--- config.mk ---
export PLATFORM = sky130hd
export DESIGN_NAME = tsm_regs
export DESIGN_NICKNAME = d
export VERILOG_FILES = /design/src/hdl/tsm_pkg.sv /design/src/hdl/tsm_regs.sv
export SDC_FILE = /design/constraint.sdc
export NUM_CORES = 1
export LEC_CHECK = 0
export ABC_AREA = 0
export BUFFER_PORTS_ARGS = -buffer_cell sky130_fd_sc_hd__buf_2
export CAP_MARGIN = 20
export CORE_AREA = 5 5 90 92
export CTS_CLUSTER_DIAMETER = 60
export DETAILED_ROUTE_END_ITERATION = 10
export DIE_AREA = 0 0 95 97
export GPL_ROUTABILITY_DRIVEN = 1
export PLACE_DENSITY_LB_ADDON = 0.25
export SLEW_MARGIN = 25
export SYNTH_ARGS = -nofsm -noshare
export SYNTH_HDL_FRONTEND = slang
export SYNTH_SLANG_ARGS = --single-unit
--- constraint.sdc ---
create_clock -name clk -period 2.9 [get_ports clk]
set_input_delay 0 -clock clk [delete_from_list [all_inputs] [get_ports clk]]
set_output_delay 0 -clock clk [all_outputs]
set_load 0.005 [all_outputs]
--- src/hdl/tsm_pkg.sv ---
`timescale 1ns / 1ps
// tail surface mixer package: item and config types, fixed-point constants,
// and the per-stage datapath functions used by the pipeline in the top level
// no dependencies
package tsm_pkg;

  // register map, index = byte address / 4
  typedef enum logic [2:0] {
    REG_ENABLE    = 3'd0,
    REG_YAW_MIX   = 3'd1,
    REG_ROLL_MIX  = 3'd2,
    REG_PITCH_MIX = 3'd3,
    REG_ROT_LIMIT = 3'd4,
    REG_COUP_GAIN = 3'd5
  } reg_idx_t;

  localparam int ADDR_W = 5;

  localparam logic        RST_ENABLE    = 1'b1;
  localparam logic [14:0] RST_YAW_MIX   = 15'd13107;
  localparam logic [14:0] RST_ROLL_MIX  = 15'd2458;
  localparam logic [14:0] RST_PITCH_MIX = 15'd16384;
  localparam logic [12:0] RST_ROT_LIMIT = 13'd4500;

  typedef struct packed {
    logic               enable;
    logic [14:0]        yaw_mix;
    logic [14:0]        roll_mix;
    logic [14:0]        pitch_mix;
    logic [12:0]        rot_limit;
    logic signed [16:0] coup_gain;
  } cfg_t;

  // pipeline stage map
  localparam int NSTAGE       = 21;
  localparam int ST_ENTRY     = 0;
  localparam int ST_ROUND     = 1;
  localparam int ST_ANGLE     = 2;
  localparam int ST_SQUARE    = 3;
  localparam int HORNER_FIRST = 4;
  localparam int HORNER_LAST  = 10;
  localparam int ST_TRIG      = 11;
  localparam int ST_COUP      = 12;
  localparam int ST_CORR_MUL  = 13;
  localparam int ST_ROLL      = 14;
  localparam int DIV_FIRST    = 12;
  localparam int DIV_LAST     = 19;
  localparam int DIV_PER_ST   = 2;
  localparam int ST_OUT       = 20;

  localparam int SAT_CD        = 4500;
  localparam int COS_FLOOR_Q15 = 9830;
  localparam int HALF_TURN_CD  = 18000;
  localparam int QUARTER_CD    = 9000;
  localparam int EIGHTH_CD     = 4500;

  // trig arithmetic in q34
  localparam longint Q34    = longint'(1) << 34;
  localparam longint PI_Q60 = 64'h3243F6A8885A308D;
  // pi/18000 in q48: radians per centidegree
  localparam longint KX     = ((PI_Q60 >>> 12) + 9000) / 18000;

  typedef struct packed {
    logic signed [14:0] roll;
    logic signed [14:0] pitch;
    logic signed [14:0] yaw;
    logic signed [30:0] pm;
    logic signed [30:0] ym;
    logic signed [30:0] rm;
    logic signed [16:0] pr;
    logic signed [16:0] yr;
    logic signed [16:0] rr;
    logic [14:0]        ang;
    logic               sneg;
    logic               cneg;
    logic               swp;
    logic signed [15:0] left;
    logic signed [15:0] right;
    logic signed [13:0] rotc;
    logic [33:0]        x;
    logic [33:0]        x2;
    logic signed [35:0] sacc;
    logic signed [35:0] cacc;
    logic signed [17:0] s;
    logic [15:0]        c;
    logic signed [47:0] m;
    logic signed [14:0] rc;
    logic [15:0]        rem;
    logic [15:0]        nbits;
    logic [15:0]        quo;
    logic               pneg;
    logic signed [14:0] pc;
  } item_t;

  function automatic logic signed [35:0] cos_coef(input logic [2:0] idx);
    logic signed [35:0] v;
    case (idx)
      3'd0:    v = 36'(Q34);
      3'd1:    v = -36'(Q34 / 2);
      3'd2:    v = 36'((Q34 + 12) / 24);
      3'd3:    v = -36'((Q34 + 360) / 720);
      3'd4:    v = 36'((Q34 + 20160) / 40320);
      3'd5:    v = -36'((Q34 + 1814400) / 3628800);
      3'd6:    v = 36'((Q34 + 239500800) / 479001600);
      default: v = -36'((Q34 + 43589145600) / 87178291200);
    endcase
    return v;
  endfunction

  function automatic logic signed [35:0] sin_coef(input logic [2:0] idx);
    logic signed [35:0] v;
    case (idx)
      3'd0:    v = 36'(Q34);
      3'd1:    v = -36'((Q34 + 3) / 6);
      3'd2:    v = 36'((Q34 + 60) / 120);
      3'd3:    v = -36'((Q34 + 2520) / 5040);
      3'd4:    v = 36'((Q34 + 181440) / 362880);
      3'd5:    v = -36'((Q34 + 19958400) / 39916800);
      3'd6:    v = 36'((Q34 + 3113510400) / 6227020800);
      default: v = 36'sd0;
    endcase
    return v;
  endfunction

  function automatic logic signed [15:0] sat_cd(input logic signed [17:0] v);
    logic signed [15:0] r;
    if (v > 18'sd4500) begin
      r = 16'(SAT_CD);
    end else if (v < -18'sd4500) begin
      r = -16'(SAT_CD);
    end else begin
      r = 16'(v);
    end
    return r;
  endfunction

  // load stage: raw fields, gain products, angle magnitude
  function automatic item_t entry_fn(input logic signed [14:0] roll,
                                     input logic signed [14:0] pitch,
                                     input logic signed [14:0] yaw,
                                     input logic signed [14:0] rot,
                                     input cfg_t cfg);
    item_t o;
    o = '0;
    o.roll  = roll;
    o.pitch = pitch;
    o.yaw   = yaw;
    o.pm    = 31'(pitch) * $signed({16'd0, cfg.pitch_mix});
    o.ym    = 31'(yaw) * $signed({16'd0, cfg.yaw_mix});
    o.rm    = 31'(roll) * $signed({16'd0, cfg.roll_mix});
    o.sneg  = rot[14];
    o.ang   = rot[14] ? 15'(-rot) : 15'(rot);
    return o;
  endfunction

  function automatic item_t stage_fn(input int k, input item_t i, input cfg_t cfg);
    item_t              o;
    logic [14:0]        a;
    logic signed [17:0] sum_l;
    logic signed [17:0] sum_r;
    logic [12:0]        lim;
    logic signed [71:0] pw;
    logic [16:0]        sv;
    logic [16:0]        cv;
    logic [16:0]        tv;
    logic signed [17:0] cn;
    logic [14:0]        mag;
    logic [16:0]        t;
    logic signed [47:0] corr;
    logic signed [17:0] rsum;
    logic [15:0]        qm;
    o = i;
    case (k)
      ST_ROUND: begin
        o.pr = 17'((i.pm + 31'sd8192) >>> 14);
        o.yr = 17'((i.ym + 31'sd8192) >>> 14);
        o.rr = 17'((i.rm + 31'sd8192) >>> 14);
        a = i.ang;
        if (a > 15'(QUARTER_CD)) begin
          a = 15'(HALF_TURN_CD) - a;
          o.cneg = 1'b1;
        end
        if (a > 15'(EIGHTH_CD)) begin
          a = 15'(QUARTER_CD) - a;
          o.swp = 1'b1;
        end
        o.ang = a;
      end
      ST_ANGLE: begin
        o.x = 34'(((49'(i.ang[12:0]) * 49'(KX)) + 49'd8192) >> 14);
        sum_l = 18'(i.pr) + 18'(i.yr) + 18'(i.rr);
        sum_r = 18'(i.pr) - 18'(i.yr) - 18'(i.rr);
        lim = (cfg.rot_limit > 13'(SAT_CD)) ? 13'(SAT_CD) : cfg.rot_limit;
        if (cfg.enable) begin
          o.left  = sat_cd(sum_l);
          o.right = sat_cd(sum_r);
          if (i.yaw > $signed({2'b0, lim})) begin
            o.rotc = $signed({1'b0, lim});
          end else if (i.yaw < -$signed({2'b0, lim})) begin
            o.rotc = -$signed({1'b0, lim});
          end else begin
            o.rotc = 14'(i.yaw);
          end
        end else begin
          o.left  = 16'(i.pitch) + 16'(i.yaw);
          o.right = 16'(i.pitch) - 16'(i.yaw);
          o.rotc  = '0;
        end
      end
      ST_SQUARE: begin
        o.x2   = 34'((68'(i.x) * 68'(i.x)) >> 34);
        o.cacc = cos_coef(3'd7);
        o.sacc = sin_coef(3'd6);
      end
      ST_TRIG: begin
        sv = 17'((i.sacc + 36'sd262144) >>> 19);
        cv = 17'((i.cacc + 36'sd262144) >>> 19);
        if (i.swp) begin
          tv = sv;
          sv = cv;
          cv = tv;
        end
        o.s = i.sneg ? -$signed({1'b0, sv}) : $signed({1'b0, sv});
        cn  = i.cneg ? -$signed({1'b0, cv}) : $signed({1'b0, cv});
        o.c = (cn < 18'sd9830) ? 16'(COS_FLOOR_Q15) : 16'(cn);
        // long division setup: |pitch|<<15 over c, top bits already below c
        mag     = i.pitch[14] ? 15'(-i.pitch) : 15'(i.pitch);
        o.pneg  = i.pitch[14];
        o.rem   = 16'(mag >> 1);
        o.nbits = {mag[0], 15'd0};
        o.quo   = '0;
      end
      ST_CORR_MUL: begin
        o.m = 48'(i.m * 48'sd4500);
        for (int d = 0; d < DIV_PER_ST; d++) begin
          t = {o.rem, o.nbits[15]};
          o.nbits = {o.nbits[14:0], 1'b0};
          if (t >= {1'b0, i.c}) begin
            o.rem = 16'(t - {1'b0, i.c});
            o.quo = {o.quo[14:0], 1'b1};
          end else begin
            o.rem = t[15:0];
            o.quo = {o.quo[14:0], 1'b0};
          end
        end
      end
      ST_ROLL: begin
        corr = (-i.m + 48'sd268435456) >>> 29;
        rsum = 18'(i.roll) + 18'(corr);
        o.rc = (cfg.coup_gain == '0) ? i.roll : 15'(sat_cd(rsum));
        for (int d = 0; d < DIV_PER_ST; d++) begin
          t = {o.rem, o.nbits[15]};
          o.nbits = {o.nbits[14:0], 1'b0};
          if (t >= {1'b0, i.c}) begin
            o.rem = 16'(t - {1'b0, i.c});
            o.quo = {o.quo[14:0], 1'b1};
          end else begin
            o.rem = t[15:0];
            o.quo = {o.quo[14:0], 1'b0};
          end
        end
      end
      ST_OUT: begin
        qm = (i.quo > 16'(SAT_CD)) ? 16'(SAT_CD) : i.quo;
        if (cfg.enable) begin
          o.pc = i.pneg ? -15'(qm) : 15'(qm);
        end else begin
          o.pc = i.pitch;
          o.rc = i.roll;
        end
      end
      default: begin
        if (k >= HORNER_FIRST && k <= HORNER_LAST) begin
          pw     = 72'(i.cacc) * $signed({38'd0, i.x2});
          o.cacc = 36'(pw >>> 34) + cos_coef(3'(HORNER_LAST - k));
          if (k < HORNER_LAST) begin
            pw     = 72'(i.sacc) * $signed({38'd0, i.x2});
            o.sacc = 36'(pw >>> 34) + sin_coef(3'(HORNER_LAST - 1 - k));
          end else begin
            pw     = 72'(i.sacc) * $signed({38'd0, i.x});
            o.sacc = 36'(pw >>> 34);
          end
        end
        if (k == ST_COUP) begin
          o.m = 48'(cfg.coup_gain) * 48'(i.s);
        end
        if (k >= DIV_FIRST && k <= DIV_LAST) begin
          for (int d = 0; d < DIV_PER_ST; d++) begin
            t = {o.rem, o.nbits[15]};
            o.nbits = {o.nbits[14:0], 1'b0};
            if (t >= {1'b0, i.c}) begin
              o.rem = 16'(t - {1'b0, i.c});
              o.quo = {o.quo[14:0], 1'b1};
            end else begin
              o.rem = t[15:0];
              o.quo = {o.quo[14:0], 1'b0};
            end
          end
        end
      end
    endcase
    return o;
  endfunction

endpackage

--- src/hdl/tsm_regs.sv ---
`timescale 1ns / 1ps
// tail surface mixer configuration registers behind an apb-style port
// depends on tsm_pkg
module tsm_regs (
  input  logic                        clk,
  input  logic                        rst_n,
  input  logic                        cfg_psel,
  input  logic                        cfg_penable,
  input  logic                        cfg_pwrite,
  input  logic [tsm_pkg::ADDR_W-1:0]  cfg_paddr,
  input  logic [31:0]                 cfg_pwdata,
  output logic [31:0]                 cfg_prdata,
  output logic                        cfg_pready,
  output tsm_pkg::cfg_t               cfg
);

  tsm_pkg::cfg_t cfg_r;
  logic          wr_en;
  logic [2:0]    idx;

  assign cfg_pready = 1'b1;
  assign wr_en      = cfg_psel & cfg_penable & cfg_pwrite;
  assign idx        = cfg_paddr[4:2];
  assign cfg        = cfg_r;

  always_ff @(posedge clk) begin
    if (!rst_n) begin
      cfg_r.enable    <= tsm_pkg::RST_ENABLE;
      cfg_r.yaw_mix   <= tsm_pkg::RST_YAW_MIX;
      cfg_r.roll_mix  <= tsm_pkg::RST_ROLL_MIX;
      cfg_r.pitch_mix <= tsm_pkg::RST_PITCH_MIX;
      cfg_r.rot_limit <= tsm_pkg::RST_ROT_LIMIT;
      cfg_r.coup_gain <= '0;
    end else if (wr_en) begin
      case (idx)
        tsm_pkg::REG_ENABLE:    cfg_r.enable    <= cfg_pwdata[0];
        tsm_pkg::REG_YAW_MIX:   cfg_r.yaw_mix   <= cfg_pwdata[14:0];
        tsm_pkg::REG_ROLL_MIX:  cfg_r.roll_mix  <= cfg_pwdata[14:0];
        tsm_pkg::REG_PITCH_MIX: cfg_r.pitch_mix <= cfg_pwdata[14:0];
        tsm_pkg::REG_ROT_LIMIT: cfg_r.rot_limit <= cfg_pwdata[12:0];
        tsm_pkg::REG_COUP_GAIN: cfg_r.coup_gain <= $signed(cfg_pwdata[16:0]);
        default: ;
      endcase
    end
  end

  always_comb begin
    case (idx)
      tsm_pkg::REG_ENABLE:    cfg_prdata = {31'd0, cfg_r.enable};
      tsm_pkg::REG_YAW_MIX:   cfg_prdata = {17'd0, cfg_r.yaw_mix};
      tsm_pkg::REG_ROLL_MIX:  cfg_prdata = {17'd0, cfg_r.roll_mix};
      tsm_pkg::REG_PITCH_MIX: cfg_prdata = {17'd0, cfg_r.pitch_mix};
      tsm_pkg::REG_ROT_LIMIT: cfg_prdata = {19'd0, cfg_r.rot_limit};
      tsm_pkg::REG_COUP_GAIN: cfg_prdata = 32'(cfg_r.coup_gain);
      default:                cfg_prdata = '0;
    endcase
  end

endmodule

==> flow_summary.toml <==
[worst_hold_path]
hold_path_class = "in -> reg"

[placement]
placed_area_mm2 = 0.004195
hpwl_mm = 7.133
routabilityCongestion = 0.8288
port_buffers = 132
pre_cts_ws_ps = 967.3
dp.cells = 576

[sta]
worst_pin_slew_ps = 829.5
min_period_ps = 1687
hold-worst-slack_ps = 14.97
period_share_pct = 58.17
setup_violations = 0
rsz0062_at_grt = "no"
tns_ps = 0
skew_ps = 0
slew_violations = 0
hold_violations = 0
max_freq_mhz = 592.7
fin_ws_ps = 1213
relSlewSlack_pct = 44.70

[clock_tree]
cts.sinks = 76
root_buffer = "clkbuf_8"
cts_made_buffers = 9
clkTransAtPathRegs_ps = 70
cts_tree = "yes"
ctsHtreeMaxLevel = 3
insertion_delay_ps = 330
cts.path.max_buffers = 2
cts.repair.resized = 0

[synth]
yosysMostFrequentCell = "mux2i_1"
yosys.cell_types.count = 36
synth.top_cells.by_count = "mux2i_1 (79), dfxtp_1 (76), nand2_1 (72)"
ys_async_sr_fraction_pct = 0
yosysTopAreaCell = "dfxtp_1"
synth_edf_count = 0
yosys.area.top_type_share_pct = 41.82
yosys_warnings = 0
yosysSeqAreaShare_pct = 41.82
syn_nets = 427
syn_avg_cell_area_um2 = 9.451
synthTopCellsByArea = "dfxtp_1 (42%), mux2i_1 (22%), nand2_1 (7.4%)"
ys_ff_latch = 76
syn_inst = 385
syn_area_mm2 = 0.003638
synth_ff_type = "dfxtp_1"

[finish]
syn2layout_area_growth_pct = 23.14
largest_register_ffs = 76
finalCoreUtilization_pct = 62.78
layout.nets = 542
drive_gt1_share_pct = 32.48
design_area_mm2 = 0.004481
n_fill_cell = 651
stdcell_count = 605

[detailed_routing]
ant_nets = 0
wl_met2_mm = 5.028
vias = 3246
vias_per_cell = 5.365
wl_met3_um = 727
wl_met1_mm = 4.271
drt_iter0_drc = 93
first_pass_iters = 5
drc_errors = 0
wl_mm = 10.18
top_layer_used = "met4"
wl_per_cell_um = 16.83

[floorplan]
die_w_um = 95
fp.dieH_um = 97
rows = 31
ios = 151
floorplan.die_area_mm2 = 0.009215
core_mm2 = 0.007137
initial_core_util_pct = 50.98

[setup_path]
critPathKind = "in -> out"
start_kind = "input port"
crit_fanout = 15
critPathCaptureType = "output pin"
crit_arrival_ps = 1690
crit_required_ps = 2900

[status]
status = "complete, no violations"

[power]
p_per_area_mw_per_mm2 = 435.5
power_mw = 1.951
ir_worst_vdd_mv = 0.2490
power.leakage_nw = 2.143

[flow_run]
drv_cap = 0

[global_routing]
antenna_found_initial = 1
grt_pass1_vias = 3248
grt_max_degree = 38
grt_pass1_wl_mm = 16.27
overflow = 0
grt_usage_pct = 22.21
-- path summary, 6_finish.rpt --
path / end / depth (start not counted) / slack [ps] / startpoint
setup reg to reg: cfg[73] / 1 / 2180 / cfg[73]
setup / recovery: cfg_prdata[10] / 5 / 1210 / cfg_paddr[4]
hold reg to reg: cfg[50] / 2 / 470 / cfg[50]
hold / removal: cfg[48] / 3 / 10 / cfg_pwdata[3]
-- power by group --
group	switching, mW	internal [mW]
sequential	0.00729	1.05
clock	0.356	0.333
combinational	0.117	0.0862
total	0.480	1.47
-- cell usage in the layout, fill, tap and decap left out, drive strengths merged --
master       netlist  final
nor2b              4      4
conb               1      1
a22oi              4      4
o311ai             6      6
nor2              11     11
nor3               1      1
or3                1      1
inv                9      9
o31ai              1      1
nand2             72     72
clkinv             1      3
nor4b              3      3
diode              0      1
o22ai              9      9
clkbuf            18     14
dfxtp             76     76
mux2               8      8
a21oi              1      1
mux2i             79     79
or2                1      1
nand3              2      2
nand4              1      1
o21ai             13     13
o21a               3      3
nand2b             3      3
nand4b             1      1
buf               29    139
o211ai             6      6
nor4               2      2
a21o               8      8
dlygate4sd3        0     12
a211o              5      5
a221oi             4      4
and3               2      2
-- logic make-up after synthesis --
| group | count (synthesis) | share of synthesized area (%) |
|---|---|---|
| AND/OR/NAND/NOR | 104 | 13.17 |
| multiplexers | 87 | 24.21 |
| flip-flops | 76 | 41.82 |
| AO/OA/AOI/OAI | 60 | 11.62 |
| buffers and inverters | 57 | 9.078 |
| other | 1 | 0.1031 |
-- cell type report --
cell class	count	area [um2]	share of cell area (%)
clock inverters	2	10.01	0.2234
multi-input cells	252	1787	39.88
repair buffers	151	845.8	18.88
diodes	1	2.502	0.05585
well taps	99	123.9	2.765
flip-flops and latches	76	1521	33.96
inverters	10	37.54	0.8378
clock buffers	14	152.6	3.407
-- repair_timing --
item                                   in CTS  in global routing
setup buffers                               0                  0
hold buffers                               12                  0
endpoints found under the hold margin      28                  0
-- routing by layer --
layer  vias to the layer above  track usage, %
met1                      1537           27.42
met2                       130           37.26
met5                         -               0
li1                       1560               -
met4                         0           8.990
met3                        19           4.422
-- worst max-delay path, cell delays in order --
cell and delay, ps:
buf_2 170, nand2b_1 440, nor2_1 730, a21o_1 220, buf_2 120
No activity file was read; power rests on OpenSTA's default activity.
